## src/rtl/rgsp_pkg.sv

```systemverilog
// Shared types, codes and constant tables of the radix group symbol packer.
package rgsp_pkg;

  localparam int unsigned MaxLowBits = 8;
  localparam int unsigned QueueDepth = 4;

  typedef enum logic [1:0] {
    FamBinary = 2'd0,
    FamTrit   = 2'd1,
    FamQuint  = 2'd2
  } family_e;

  // Register index, taken from paddr[2].
  localparam logic RegFamily  = 1'b0;
  localparam logic RegLowBits = 1'b1;

  typedef struct packed {
    logic [7:0] data_byte;
    logic       byte_valid;
    logic       error;
    logic       last_result;
  } result_t;

  typedef struct packed {
    logic    two;
    result_t r0;
    result_t r1;
  } entry_t;

  // Place value of the next symbol in a radix group that already holds fill symbols.
  function automatic logic [7:0] radix_weight(input logic [1:0] fam, input logic [2:0] fill);
    logic [7:0] w;
    w = 8'd1;
    if (fam == FamTrit) begin
      unique case (fill)
        3'd0:    w = 8'd1;
        3'd1:    w = 8'd3;
        3'd2:    w = 8'd9;
        3'd3:    w = 8'd27;
        3'd4:    w = 8'd81;
        default: w = 8'd0;
      endcase
    end else begin
      unique case (fill)
        3'd0:    w = 8'd1;
        3'd1:    w = 8'd5;
        3'd2:    w = 8'd25;
        default: w = 8'd0;
      endcase
    end
    return w;
  endfunction

  // Bits written for a short final group: ceil(8k/5) for trits, ceil(7k/3) for quints.
  function automatic logic [3:0] tail_bits(input logic [1:0] fam, input logic [2:0] fill);
    logic [3:0] n;
    n = 4'd0;
    if (fam == FamTrit) begin
      unique case (fill)
        3'd1:    n = 4'd2;
        3'd2:    n = 4'd4;
        3'd3:    n = 4'd5;
        3'd4:    n = 4'd7;
        default: n = 4'd0;
      endcase
    end else begin
      unique case (fill)
        3'd1:    n = 4'd3;
        3'd2:    n = 4'd5;
        default: n = 4'd0;
      endcase
    end
    return n;
  endfunction

endpackage

```

## src/rtl/radix_group_symbol_packer.sv

```systemverilog
// Radix group symbol packer: packs binary, trit or quint symbols LSB-first into bytes.
//
// Usage: symbols enter on the slave stream (s_axis_tdata = symbol, s_axis_tlast marks the
// final symbol of a sequence). Packed bytes leave on the master stream: m_axis_tdata is
// the byte, m_axis_tuser carries byte_valid and error, m_axis_tlast marks the final word
// of a sequence. A word with byte_valid low is an end marker (error low) or the single
// error word (error high); after an error the rest of the sequence is dropped.
// The APB port holds family (0x0) and low_bits (0x4); writing either clears the
// sequence state, so write only while the block is idle.
// A result word is written into the result queue when its symbol is accepted.
// Throughput: one symbol per cycle while the queue has room; the packing logic between
// the input handshake and the four-entry result queue is a single pass. A symbol can
// yield two words (a full byte plus the flushed tail), which the queue drains at one word
// per cycle while the receiver is ready. When the receiver stalls, words collect in the
// queue and s_axis_tready drops once all four entries are in use. Reset clears the
// registers, the sequence state and the queue.
module radix_group_symbol_packer (
  input  logic        clk_i,
  input  logic        rst_ni,
  input  logic        s_axis_tvalid,
  output logic        s_axis_tready,
  input  logic [15:0] s_axis_tdata,   // [15:0] symbol
  input  logic        s_axis_tlast,
  output logic        m_axis_tvalid,
  input  logic        m_axis_tready,
  output logic [7:0]  m_axis_tdata,   // [7:0] data_byte
  output logic [1:0]  m_axis_tuser,   // [0] byte_valid, [1] error
  output logic        m_axis_tlast,
  input  logic        psel,
  input  logic        penable,
  input  logic        pwrite,
  input  logic [2:0]  paddr,
  input  logic [31:0] pwdata,
  output logic [31:0] prdata,
  output logic        pready
);
  import rgsp_pkg::*;

  localparam int unsigned PtrW = $clog2(QueueDepth);
  localparam int unsigned CntW = $clog2(QueueDepth + 1);

  logic [1:0]  family_q;
  logic [3:0]  low_bits_q;
  logic [14:0] pending_bits_q, pending_bits_d;
  logic [3:0]  pending_count_q, pending_count_d;
  logic [7:0]  group_value_q, group_value_d;
  logic [2:0]  group_fill_q, group_fill_d;
  logic        discarding_q, discarding_d;

  entry_t            queue_q [QueueDepth];
  logic [PtrW-1:0]   wr_ptr_q, rd_ptr_q;
  logic [CntW-1:0]   count_q;
  logic              sub_q;

  logic        cfg_write;
  logic        in_fire, out_fire, push_q_en, pop_entry;
  logic        cfg_ok, sym_bad;
  logic [10:0] product;
  logic [7:0]  gv_sum;
  logic [2:0]  fill_inc;
  logic        group_done;
  logic        push_en;
  logic [7:0]  push_val;
  logic [3:0]  push_n;
  logic [8:0]  push_mask;
  logic [14:0] combined;
  logic [4:0]  count_sum;
  logic        byte_out;
  logic [1:0]  n_res;
  result_t     res_a, res_b;
  entry_t      new_entry;
  result_t     head;

  assign pready    = 1'b1;
  assign cfg_write = psel && penable && pwrite && pready;
  assign prdata    = (paddr[2] == RegLowBits) ? {28'd0, low_bits_q} : {30'd0, family_q};

  assign s_axis_tready = (count_q != CntW'(QueueDepth));
  assign in_fire       = s_axis_tvalid && s_axis_tready;
  assign out_fire      = m_axis_tvalid && m_axis_tready;

  always_comb begin
    cfg_ok = (family_q == FamBinary || family_q == FamTrit || family_q == FamQuint) &&
             (low_bits_q <= 4'(MaxLowBits)) &&
             (family_q == FamBinary || low_bits_q == 4'd0);
    if (family_q == FamBinary) begin
      sym_bad = (s_axis_tdata >> low_bits_q) != 16'd0;
    end else if (family_q == FamTrit) begin
      sym_bad = s_axis_tdata > 16'd2;
    end else begin
      sym_bad = s_axis_tdata > 16'd4;
    end
    sym_bad = sym_bad || !cfg_ok;
  end

  // Radix group accumulation: one small constant-weight multiply and an 8-bit add.
  assign product  = s_axis_tdata[2:0] * radix_weight(family_q, group_fill_q);
  assign gv_sum   = group_value_q + product[7:0];
  assign fill_inc = group_fill_q + 3'd1;
  assign group_done = (family_q == FamTrit) ? (fill_inc >= 3'd5) : (fill_inc >= 3'd3);

  always_comb begin
    group_value_d = group_value_q;
    group_fill_d  = group_fill_q;
    push_en       = 1'b0;
    push_val      = 8'd0;
    push_n        = 4'd0;
    if (family_q == FamBinary) begin
      push_en  = 1'b1;
      push_val = s_axis_tdata[7:0];
      push_n   = low_bits_q;
    end else begin
      group_value_d = gv_sum;
      group_fill_d  = fill_inc;
      if (group_done || s_axis_tlast) begin
        push_en       = 1'b1;
        push_val      = gv_sum;
        push_n        = group_done ? ((family_q == FamTrit) ? 4'd8 : 4'd7)
                                   : tail_bits(family_q, fill_inc);
        group_value_d = 8'd0;
        group_fill_d  = 3'd0;
      end
    end
  end

  // Bit appender: at most eight new bits, at most one full byte out.
  always_comb begin
    push_mask = (9'd1 << push_n) - 9'd1;
    combined  = pending_bits_q | ({7'd0, push_val & push_mask[7:0]} << pending_count_q);
    count_sum = {1'b0, pending_count_q} + (push_en ? {1'b0, push_n} : 5'd0);
    if (!push_en) begin
      combined = pending_bits_q;
    end
    byte_out = count_sum >= 5'd8;
  end

  // Next sequence state and the result words of this symbol.
  always_comb begin
    pending_bits_d  = pending_bits_q;
    pending_count_d = pending_count_q;
    discarding_d    = discarding_q;
    n_res           = 2'd0;
    res_a           = '0;
    res_b           = '0;
    if (discarding_q) begin
      if (s_axis_tlast) begin
        discarding_d = 1'b0;
      end
    end else if (sym_bad) begin
      n_res             = 2'd1;
      res_a.error       = 1'b1;
      res_a.last_result = 1'b1;
      pending_bits_d    = '0;
      pending_count_d   = '0;
      discarding_d      = !s_axis_tlast;
    end else begin
      if (byte_out) begin
        pending_bits_d  = combined >> 8;
        pending_count_d = 4'(count_sum - 5'd8);
      end else begin
        pending_bits_d  = combined;
        pending_count_d = count_sum[3:0];
      end
      if (byte_out) begin
        n_res            = 2'd1;
        res_a.data_byte  = combined[7:0];
        res_a.byte_valid = 1'b1;
      end
      if (s_axis_tlast) begin
        if (pending_count_d != 4'd0) begin
          if (byte_out) begin
            n_res             = 2'd2;
            res_b.data_byte   = pending_bits_d[7:0];
            res_b.byte_valid  = 1'b1;
            res_b.last_result = 1'b1;
          end else begin
            n_res             = 2'd1;
            res_a.data_byte   = pending_bits_d[7:0];
            res_a.byte_valid  = 1'b1;
            res_a.last_result = 1'b1;
          end
        end else begin
          // An already emitted byte takes the end mark, else an empty end marker goes out.
          n_res             = 2'd1;
          res_a.last_result = 1'b1;
        end
        pending_bits_d  = '0;
        pending_count_d = '0;
      end
    end
  end

  assign new_entry = '{two: (n_res == 2'd2), r0: res_a, r1: res_b};
  assign push_q_en = in_fire && (n_res != 2'd0);

  assign head          = sub_q ? queue_q[rd_ptr_q].r1 : queue_q[rd_ptr_q].r0;
  assign m_axis_tvalid = (count_q != '0);
  assign m_axis_tdata  = head.data_byte;
  assign m_axis_tuser  = {head.error, head.byte_valid};
  assign m_axis_tlast  = head.last_result;
  assign pop_entry     = out_fire && (sub_q || !queue_q[rd_ptr_q].two);

  always_ff @(posedge clk_i or negedge rst_ni) begin
    if (!rst_ni) begin
      family_q        <= '0;
      low_bits_q      <= '0;
      pending_bits_q  <= '0;
      pending_count_q <= '0;
      group_value_q   <= '0;
      group_fill_q    <= '0;
      discarding_q    <= 1'b0;
    end else if (cfg_write) begin
      if (paddr[2] == RegFamily) begin
        family_q <= pwdata[1:0];
      end else begin
        low_bits_q <= pwdata[3:0];
      end
      pending_bits_q  <= '0;
      pending_count_q <= '0;
      group_value_q   <= '0;
      group_fill_q    <= '0;
      discarding_q    <= 1'b0;
    end else if (in_fire) begin
      pending_bits_q  <= pending_bits_d;
      pending_count_q <= pending_count_d;
      discarding_q    <= discarding_d;
      if (discarding_q || sym_bad) begin
        group_value_q <= '0;
        group_fill_q  <= '0;
      end else begin
        group_value_q <= s_axis_tlast ? 8'd0 : group_value_d;
        group_fill_q  <= s_axis_tlast ? 3'd0 : group_fill_d;
      end
    end
  end

  always_ff @(posedge clk_i or negedge rst_ni) begin
    if (!rst_ni) begin
      wr_ptr_q <= '0;
      rd_ptr_q <= '0;
      count_q  <= '0;
      sub_q    <= 1'b0;
    end else begin
      if (push_q_en) begin
        wr_ptr_q <= wr_ptr_q + PtrW'(1);
      end
      if (out_fire) begin
        sub_q <= !pop_entry;
      end
      if (pop_entry) begin
        rd_ptr_q <= rd_ptr_q + PtrW'(1);
      end
      count_q <= count_q + CntW'(push_q_en) - CntW'(pop_entry);
    end
  end

  always_ff @(posedge clk_i) begin
    if (push_q_en) begin
      queue_q[wr_ptr_q] <= new_entry;
    end
  end

endmodule
```

## config.mk

```make
export PLATFORM = sky130hd
export DESIGN_NAME = radix_group_symbol_packer
export DESIGN_NICKNAME = d
export VERILOG_FILES = /design/src/rtl/rgsp_pkg.sv /design/src/rtl/radix_group_symbol_packer.sv
export SDC_FILE = /design/constraint.sdc
export NUM_CORES = 1
export LEC_CHECK = 0
export BUFFER_PORTS_ARGS = -buffer_cell sky130_fd_sc_hd__buf_2
export CORE_UTILIZATION = 55
export DETAILED_ROUTE_END_ITERATION = 6
export HOLD_SLACK_MARGIN = 0.03
export PLACE_DENSITY = 0.77
export REMOVE_ABC_BUFFERS = 1
export SLEW_MARGIN = 0
export SYNTH_ARGS = -nofsm -noshare
export SYNTH_HDL_FRONTEND = slang
export SYNTH_SLANG_ARGS = --single-unit
```

## constraint.sdc

```tcl
create_clock -name clk_i -period 9.07 [get_ports clk_i]
set_input_delay 0.4535 -clock clk_i [delete_from_list [all_inputs] [get_ports clk_i]]
set_output_delay 0.4535 -clock clk_i [all_outputs]
set_load 0.005 [all_outputs]
```

==> results.json, run 1 <==
{
  "worstPathMaxFanout": 8,
  "cap_violations": 0,
  "clk_latency_ns": 0.42,
  "routedWlPerCell_um": 18.5,
  "fin_crit_sh": 0.629,
  "min_period_ns": 5.71,
  "overflow": 0,
  "p_seq_frac": 0.382,
  "diodes": 0,
  "finalInstanceArea_um2": 8680,
  "fin_worst_skew_ns": 0.00833,
  "clock_sinks": 129,
  "p_int_mw": 1.37,
  "outcome": "finished clean",
  "cts_buffers": 17,
  "port_buffers": 45,
  "synthArstFlopShare": 0.349,
  "max-slew-margin-rel": 0.247,
  "yosysWarnings": 0,
  "grt_use_total": 0.257,
  "setup-tns-final_ns": 0,
  "vdd_ir_drop_max_uv": 126,
  "synth_top_family_by_area": "compound AO/OA/AOI/OAI gates",
  "criticalPathCategory": "flip-flop to flip-flop",
  "startpoint_type": "flip-flop",
  "initial_core_util": 0.566,
  "drive_above_1_share": 0.155,
  "place_congestion": 0.936,
  "slew_viol_final": 0,
  "setup_violations": 0,
  "die_w_um": 122,
  "fillCellCount": 1120,
  "drt-total-wl_mm": 17.9,
  "clock_power_share": 0.328,
  "viasPerCell": 5.97,
  "fin_nets": 873,
  "tritoncts": "yes",
  "synth_ff_type": "edfxtp_1",
  "synthAdderAreaFrac": 0.0707,
  "rsz0062_at_grt": "false",
  "ios": 105,
  "clk_root_buffer_cell": "clkbuf_16",
  "fmax_mhz": 175,
  "die_h_um": 122,
  "synthXorXnorAreaFrac": 0.0162,
  "seq_area_frac_synth": 0.463,
  "ant_nets": 0,
  "grt_pass1_vias": 5699,
  "synth_seq_cells": 129,
  "drt_iter0_drc": 419,
  "hpwl_mm": 12.6,
  "syn_area_per_cell_um2": 10.7,
  "drc_errors": 0,
  "core_area_um2": 13900,
  "post_cts_buffers": 0,
  "setup_ws_ns": 3.36,
  "required_ns": 9.21,
  "dp_slack_ns": 3.42,
  "num_vias": 5784,
  "power.net_switching_mw": 0.646,
  "die-area_um2": 14800,
  "power_leakage_nw": 3.54,
  "synth_cell_type_count": 80,
  "drt-pass1-iter-count": 5,
  "worst_pin_slew_ns": 1.13,
  "post_dp_cell_area_um2": 8110,
  "endpoint_kind": "flip-flop",
  "antenna_found_initial": 0,
  "hold_class": "input pin to async pin",
  "switching_share": 0.321,
  "critical_path_arrival_ns": 5.85,
  "final_cell_mix": "84 x nand2_1, 84 x edfxtp_1, 55 x inv_1",
  "htreeDepth": 4,
  "p_comb_frac": 0.289,
  "ctsHoldBuffers": 0,
  "synth_edf_count": 84,
  "synth-compound-area-share": 0.151,
  "ctsResizeCount": 0,
  "max-clock-path-buffers": 2,
  "grt_max_degree": 46,
  "rows": 43,
  "area_delta_synth_final_pct": 10.0,
  "report.final.hold_viol_count": 0,
  "synth_mux_area_frac": 0.0815,
  "timing.hold.ws_ns": 0.244,
  "syn_area_um2": 7890,
  "powerDensity_nw_per_um2": 232,
  "yosys.area_share.simple": 0.144,
  "syn_inst": 737,
  "clk_pin_slew_worst_paths_ns": 0.06,
  "grt_pass1_wl_mm": 28.8
}
==> sequential cells by signal (all words and copies together) (netlist names) <==
register,flops
low_bits_q,4
pending_bits_q,15
wr_ptr_q,2
sub_q,1
rd_ptr_q,2
family_q,2
pending_count_q,4
group_value_q,8
discarding_q,1
group_fill_q,3
count_q,3
queue_q,84
==> metal layers <==
layer | wire [um] | GRT usage | vias to the layer above
li1 | - | - | 2721
met1 | 7690 | 0.324 | 2819
met2 | 8880 | 0.431 | 216
met3 | 1050 | 0.0581 | 28
met4 | 321 | 0.0926 | 0
met5 | 0 | 0 | -
==> path summary, 6_finish.rpt <==
kind,startpoint,endpoint,slack (ns),depth (start not counted)
min reg2reg,group_value_q[6],group_value_q[6],0.48,2
max,group_fill_q[0],queue_q[3][2],3.36,20
min,rst_ni,group_fill_q[0],0.24,1
min in group clk_i,pwdata[2],low_bits_q[2],0.28,2
max reg2reg,group_fill_q[0],queue_q[3][2],3.36,20
max in group asynchronous,rst_ni,pending_bits_q[4],8.14,1
==> critical path, cell delays in order, from the launching register on <==
cell       delay [ns]
dfrtp_1          0.46
inv_1            0.11
ha_1             0.27
or3_1            0.36
a21oi_1          0.24
a21oi_1          0.14
and2_1           0.20
fa_1             0.48
inv_1            0.05
fa_1             0.50
inv_1            0.04
ha_1             0.34
a211o_1          0.33
a211oi_1         0.42
o221ai_1         0.21
o211ai_1         0.25
o2bb2ai_1        0.16
nand2_1          0.09
o211ai_1         0.15
a221oi_1         0.49
nor2_1           0.14
==> stage by stage <==
stage	total power, mW	util	std cells
after global routing	2.11	0.623	969
after floorplan	1.17	-	710
after CTS	2.03	0.623	969
after detailed placement	1.36	0.582	937
after global placement	1.34	0.582	937
final	2.01	0.623	969
==> cell families (layout without fill, tap and decap cells) <==
group                      Yosys count  count (layout)
buffers and inverters              117             138
adders and majority gates           38              38
DFF                                129             129
AOI/OAI and AO/OA                  168             168
muxes                               37              37
and+or+nand+nor                    233             233
other                                2              33
xor gates and xnor gates            13              13
==> area by class of cell <==
class / instances / area, um2 / area share
clock buffers: 18 / 429 / 0.0495
flip-flops and latches: 129 / 3650 / 0.420
well taps: 180 / 225 / 0.0260
repair buffers: 47 / 240 / 0.0277
clock inverters: 14 / 136 / 0.0157
inverters: 59 / 221 / 0.0255
multi-input cells: 522 / 3780 / 0.435
==> power groups by stage <==
| stage | combinational [mW] | clock (mW) | sequential [mW] |
|---|---|---|---|
| global route | 0.640 | 0.695 | 0.778 |
| global placement | 0.565 | 0 | 0.774 |
| floorplan | 0.387 | 0 | 0.783 |
| detailed placement | 0.582 | 0 | 0.782 |
| finish | 0.582 | 0.661 | 0.770 |
| CTS | 0.588 | 0.670 | 0.770 |
==> synthesized netlist by cell type, types with 3 or more instances <==
library cell / n / area share
nor2b_1: 8 / 0.0063
xnor2_1: 9 / 0.010
nand4_1: 4 / 0.0032
ha_1: 27 / 0.043
and3_1: 5 / 0.0040
edfxtp_1: 84 / 0.32
a221o_1: 5 / 0.0063
nor2_1: 49 / 0.023
o211ai_1: 15 / 0.014
nor4_1: 7 / 0.0056
a211o_1: 3 / 0.0033
o21ai_0: 22 / 0.014
o21ai_1: 10 / 0.0063
clkbuf_1: 18 / 0.0086
mux2_2: 8 / 0.011
a22oi_1: 9 / 0.0086
a31oi_1: 11 / 0.0087
nand3_1: 13 / 0.0082
mux2i_1: 8 / 0.010
mux4_2: 21 / 0.060
nand2b_1: 5 / 0.0040
or3_1: 7 / 0.0056
o31ai_1: 3 / 0.0029
a21oi_1: 29 / 0.018
nor3_1: 12 / 0.0076
buf_4: 32 / 0.030
o22ai_1: 5 / 0.0040
fa_1: 11 / 0.028
inv_1: 55 / 0.026
a31o_2: 3 / 0.0033
dfrtp_1: 45 / 0.14
o21a_1: 7 / 0.0067
or2_2: 4 / 0.0032
nand2_1: 84 / 0.040
a211oi_1: 5 / 0.0048
xor2_1: 3 / 0.0033
and2_1: 22 / 0.017
a22o_1: 10 / 0.011
o221ai_1: 3 / 0.0033
buf_1: 3 / 0.0014
(Power assumes the default switching activity.)
==> run 2: changes to the inputs <==
- clock period: 9.07 -> 5.5 ns (I/O delays scaled with it)
==> results.json, run 2 (synthesized netlist as in run 1, its figures left out) <==
{
  "p_seq_frac": 0.376,
  "finalInstanceArea_um2": 8900,
  "fillCellCount": 1074,
  "fin_nets": 889,
  "criticalPathCategory": "flip-flop to flip-flop",
  "die_w_um": 122,
  "cpMaxStageDelayCell": "fa_1",
  "p_int_mw": 2.30,
  "critical_path_arrival_ns": 5.34,
  "max-slew-margin-rel": 0.252,
  "drt-pass1-iter-count": 5,
  "dp.cells": 952,
  "initial_core_util": 0.566,
  "slew_viol_final": 0,
  "clk_latency_ns": 0.42,
  "setup-tns-final_ns": 0,
  "die-area_um2": 14800,
  "drc_errors": 0,
  "clk_root_buffer_cell": "clkbuf_16",
  "drt-total-wl_mm": 18.2,
  "cp_num_cells": 21,
  "p_comb_frac": 0.289,
  "fin_worst_skew_ns": 0.0100,
  "ant_nets": 0,
  "drive_above_1_share": 0.189,
  "regToRegEndpoint": "queue_q[0][2]",
  "fin_crit_sh": 0.945,
  "setup_ws_ns": 0.304,
  "num_vias": 5941,
  "required_ns": 5.65,
  "cts_buffers": 17,
  "outcome": "finished clean",
  "worstPathMaxFanout": 8,
  "largest_reg_flops": 84,
  "grt_max_degree": 46,
  "die_h_um": 122,
  "post_cts_buffers": 0,
  "port_buffers": 45,
  "largest_registers": "queue_q: 84 flops, pending_bits_q: 15 flops, group_value_q: 8 flops",
  "powerDensity_nw_per_um2": 380,
  "ios": 105,
  "overflow": 0,
  "post_dp_cell_area_um2": 8230,
  "report.final.hold_viol_count": 0,
  "reg2reg_slack_ns": 0.30,
  "whs_endpoint": "low_bits_q[2]",
  "path_delay_family": "compound AO/OA/AOI/OAI gates",
  "grt_use_total": 0.258,
  "tritoncts": "yes",
  "clock_power_share": 0.335,
  "area_delta_synth_final_pct": 12.8,
  "clock_sinks": 129,
  "hold_start": "pwdata[2]",
  "worst_pin_slew_ns": 1.11,
  "r2r.worst_path.cells": 21,
  "hpwl_mm": 12.9,
  "min_period_ns": 5.20,
  "vdd_ir_drop_max_uv": 207,
  "final_cells": 985,
  "max_stage_delay_ns": 0.49,
  "power.net_switching_mw": 1.07,
  "fmax_mhz": 192,
  "rsz0062_at_grt": "false",
  "max-clock-path-buffers": 2,
  "final_cell_mix": "84 x nand2_1, 84 x edfxtp_1, 55 x inv_1",
  "cp_common_cell": "inv_1",
  "reg2reg_from": "group_fill_q[0]",
  "holdPathStages": 2,
  "diodes": 0,
  "core_area_um2": 13900,
  "grt_pass1_vias": 5687,
  "startpoint_type": "flip-flop",
  "hold_class": "input pin to flip-flop",
  "place_congestion": 0.950,
  "routedWlPerCell_um": 18.5,
  "setup_violations": 0,
  "switching_share": 0.318,
  "endpoint_kind": "flip-flop",
  "viasPerCell": 6.03,
  "cap_violations": 0,
  "dp_slack_ns": 0.117,
  "drt_iter0_drc": 474,
  "p_total_mw": 3.38,
  "clk_pin_slew_worst_paths_ns": 0.06,
  "rows": 43,
  "cp_cell_sequence": "inv_1, ha_1, or3_1, a21oi_2, a21oi_1, and2_1, fa_1, inv_1, fa_1, inv_1, ha_1, a211o_1, a211oi_1, buf_4, o221ai_1, o211ai_1, o2bb2ai_1, nand2_1, o211ai_1, a221oi_2, nor2_1",
  "grt_pass1_wl_mm": 28.9,
  "regMostFlops": "queue_q",
  "antenna_found_initial": 0,
  "htreeDepth": 4,
  "power_leakage_nw": 3.65,
  "path_buf_inv": 4
}
## run 2: power by group through the flow
stage	combinational, mW	clock (mW)	sequential (mW)
after floorplan	0.638	0	1.29
after global placement	0.940	0	1.28
after detailed placement	0.966	0	1.29
after CTS	0.974	1.14	1.27
after global routing	1.08	1.18	1.28
final	0.975	1.13	1.27
## run 2: metrics by stage
stage,util,hold slack (ns)
3_3_place_gp,0.590,0.405
5_1_grt,0.639,0.0737
2_1_floorplan,-,-0.0206
6_report,0.639,0.0851
3_5_place_dp,0.590,0.415
4_1_cts,0.634,0.0812
## run 2: worst max-delay path by stage
stage                          from        endpoint  slack (ns)
floorplan           group_fill_q[0]   queue_q[0][2]        0.59
global placement    group_fill_q[0]   queue_q[0][2]        0.22
detailed placement  group_fill_q[0]  queue_q[1][20]        0.12
CTS                 group_fill_q[0]  queue_q[3][20]        0.07
global route        group_fill_q[0]   queue_q[0][2]        0.01
finish              group_fill_q[0]   queue_q[0][2]        0.30
## run 2: cell type report
type                       instances  area (um2)  share of cell area
clock buffer                      21         470              0.0529
sequential                       129        3650               0.410
clock inverter                    11         129              0.0145
tap                              180         225              0.0253
inverter                          59         221              0.0249
timing repair buffer              63         363              0.0408
multi-input combinational        522        3840               0.431
## run 2: what timing repair did
action / in CTS / in global routing
gates resized for setup: 0 / 12
setup endpoints to repair: 0 / 47
hold buffers: 1 / 0
endpoints found under the hold margin: 45 / 0
## run 2: per-layer routing
metal | routed length [um] | GRT usage
met1 | 7720 | 0.335
met2 | 8830 | 0.419
met3 | 1180 | 0.0557
met4 | 504 | 0.103
met5 | 0 | 0
## run 2: worst reg2reg max path: cells and delay by family (launching register included)
kind	cells	cell delay, ns
buffers and inverters	4	0.33
adder cells (fa/ha/maj)	4	1.51
flip-flops	1	0.42
AO/OA/AOI/OAI	9	1.88
AND/OR/NAND/NOR	4	0.79
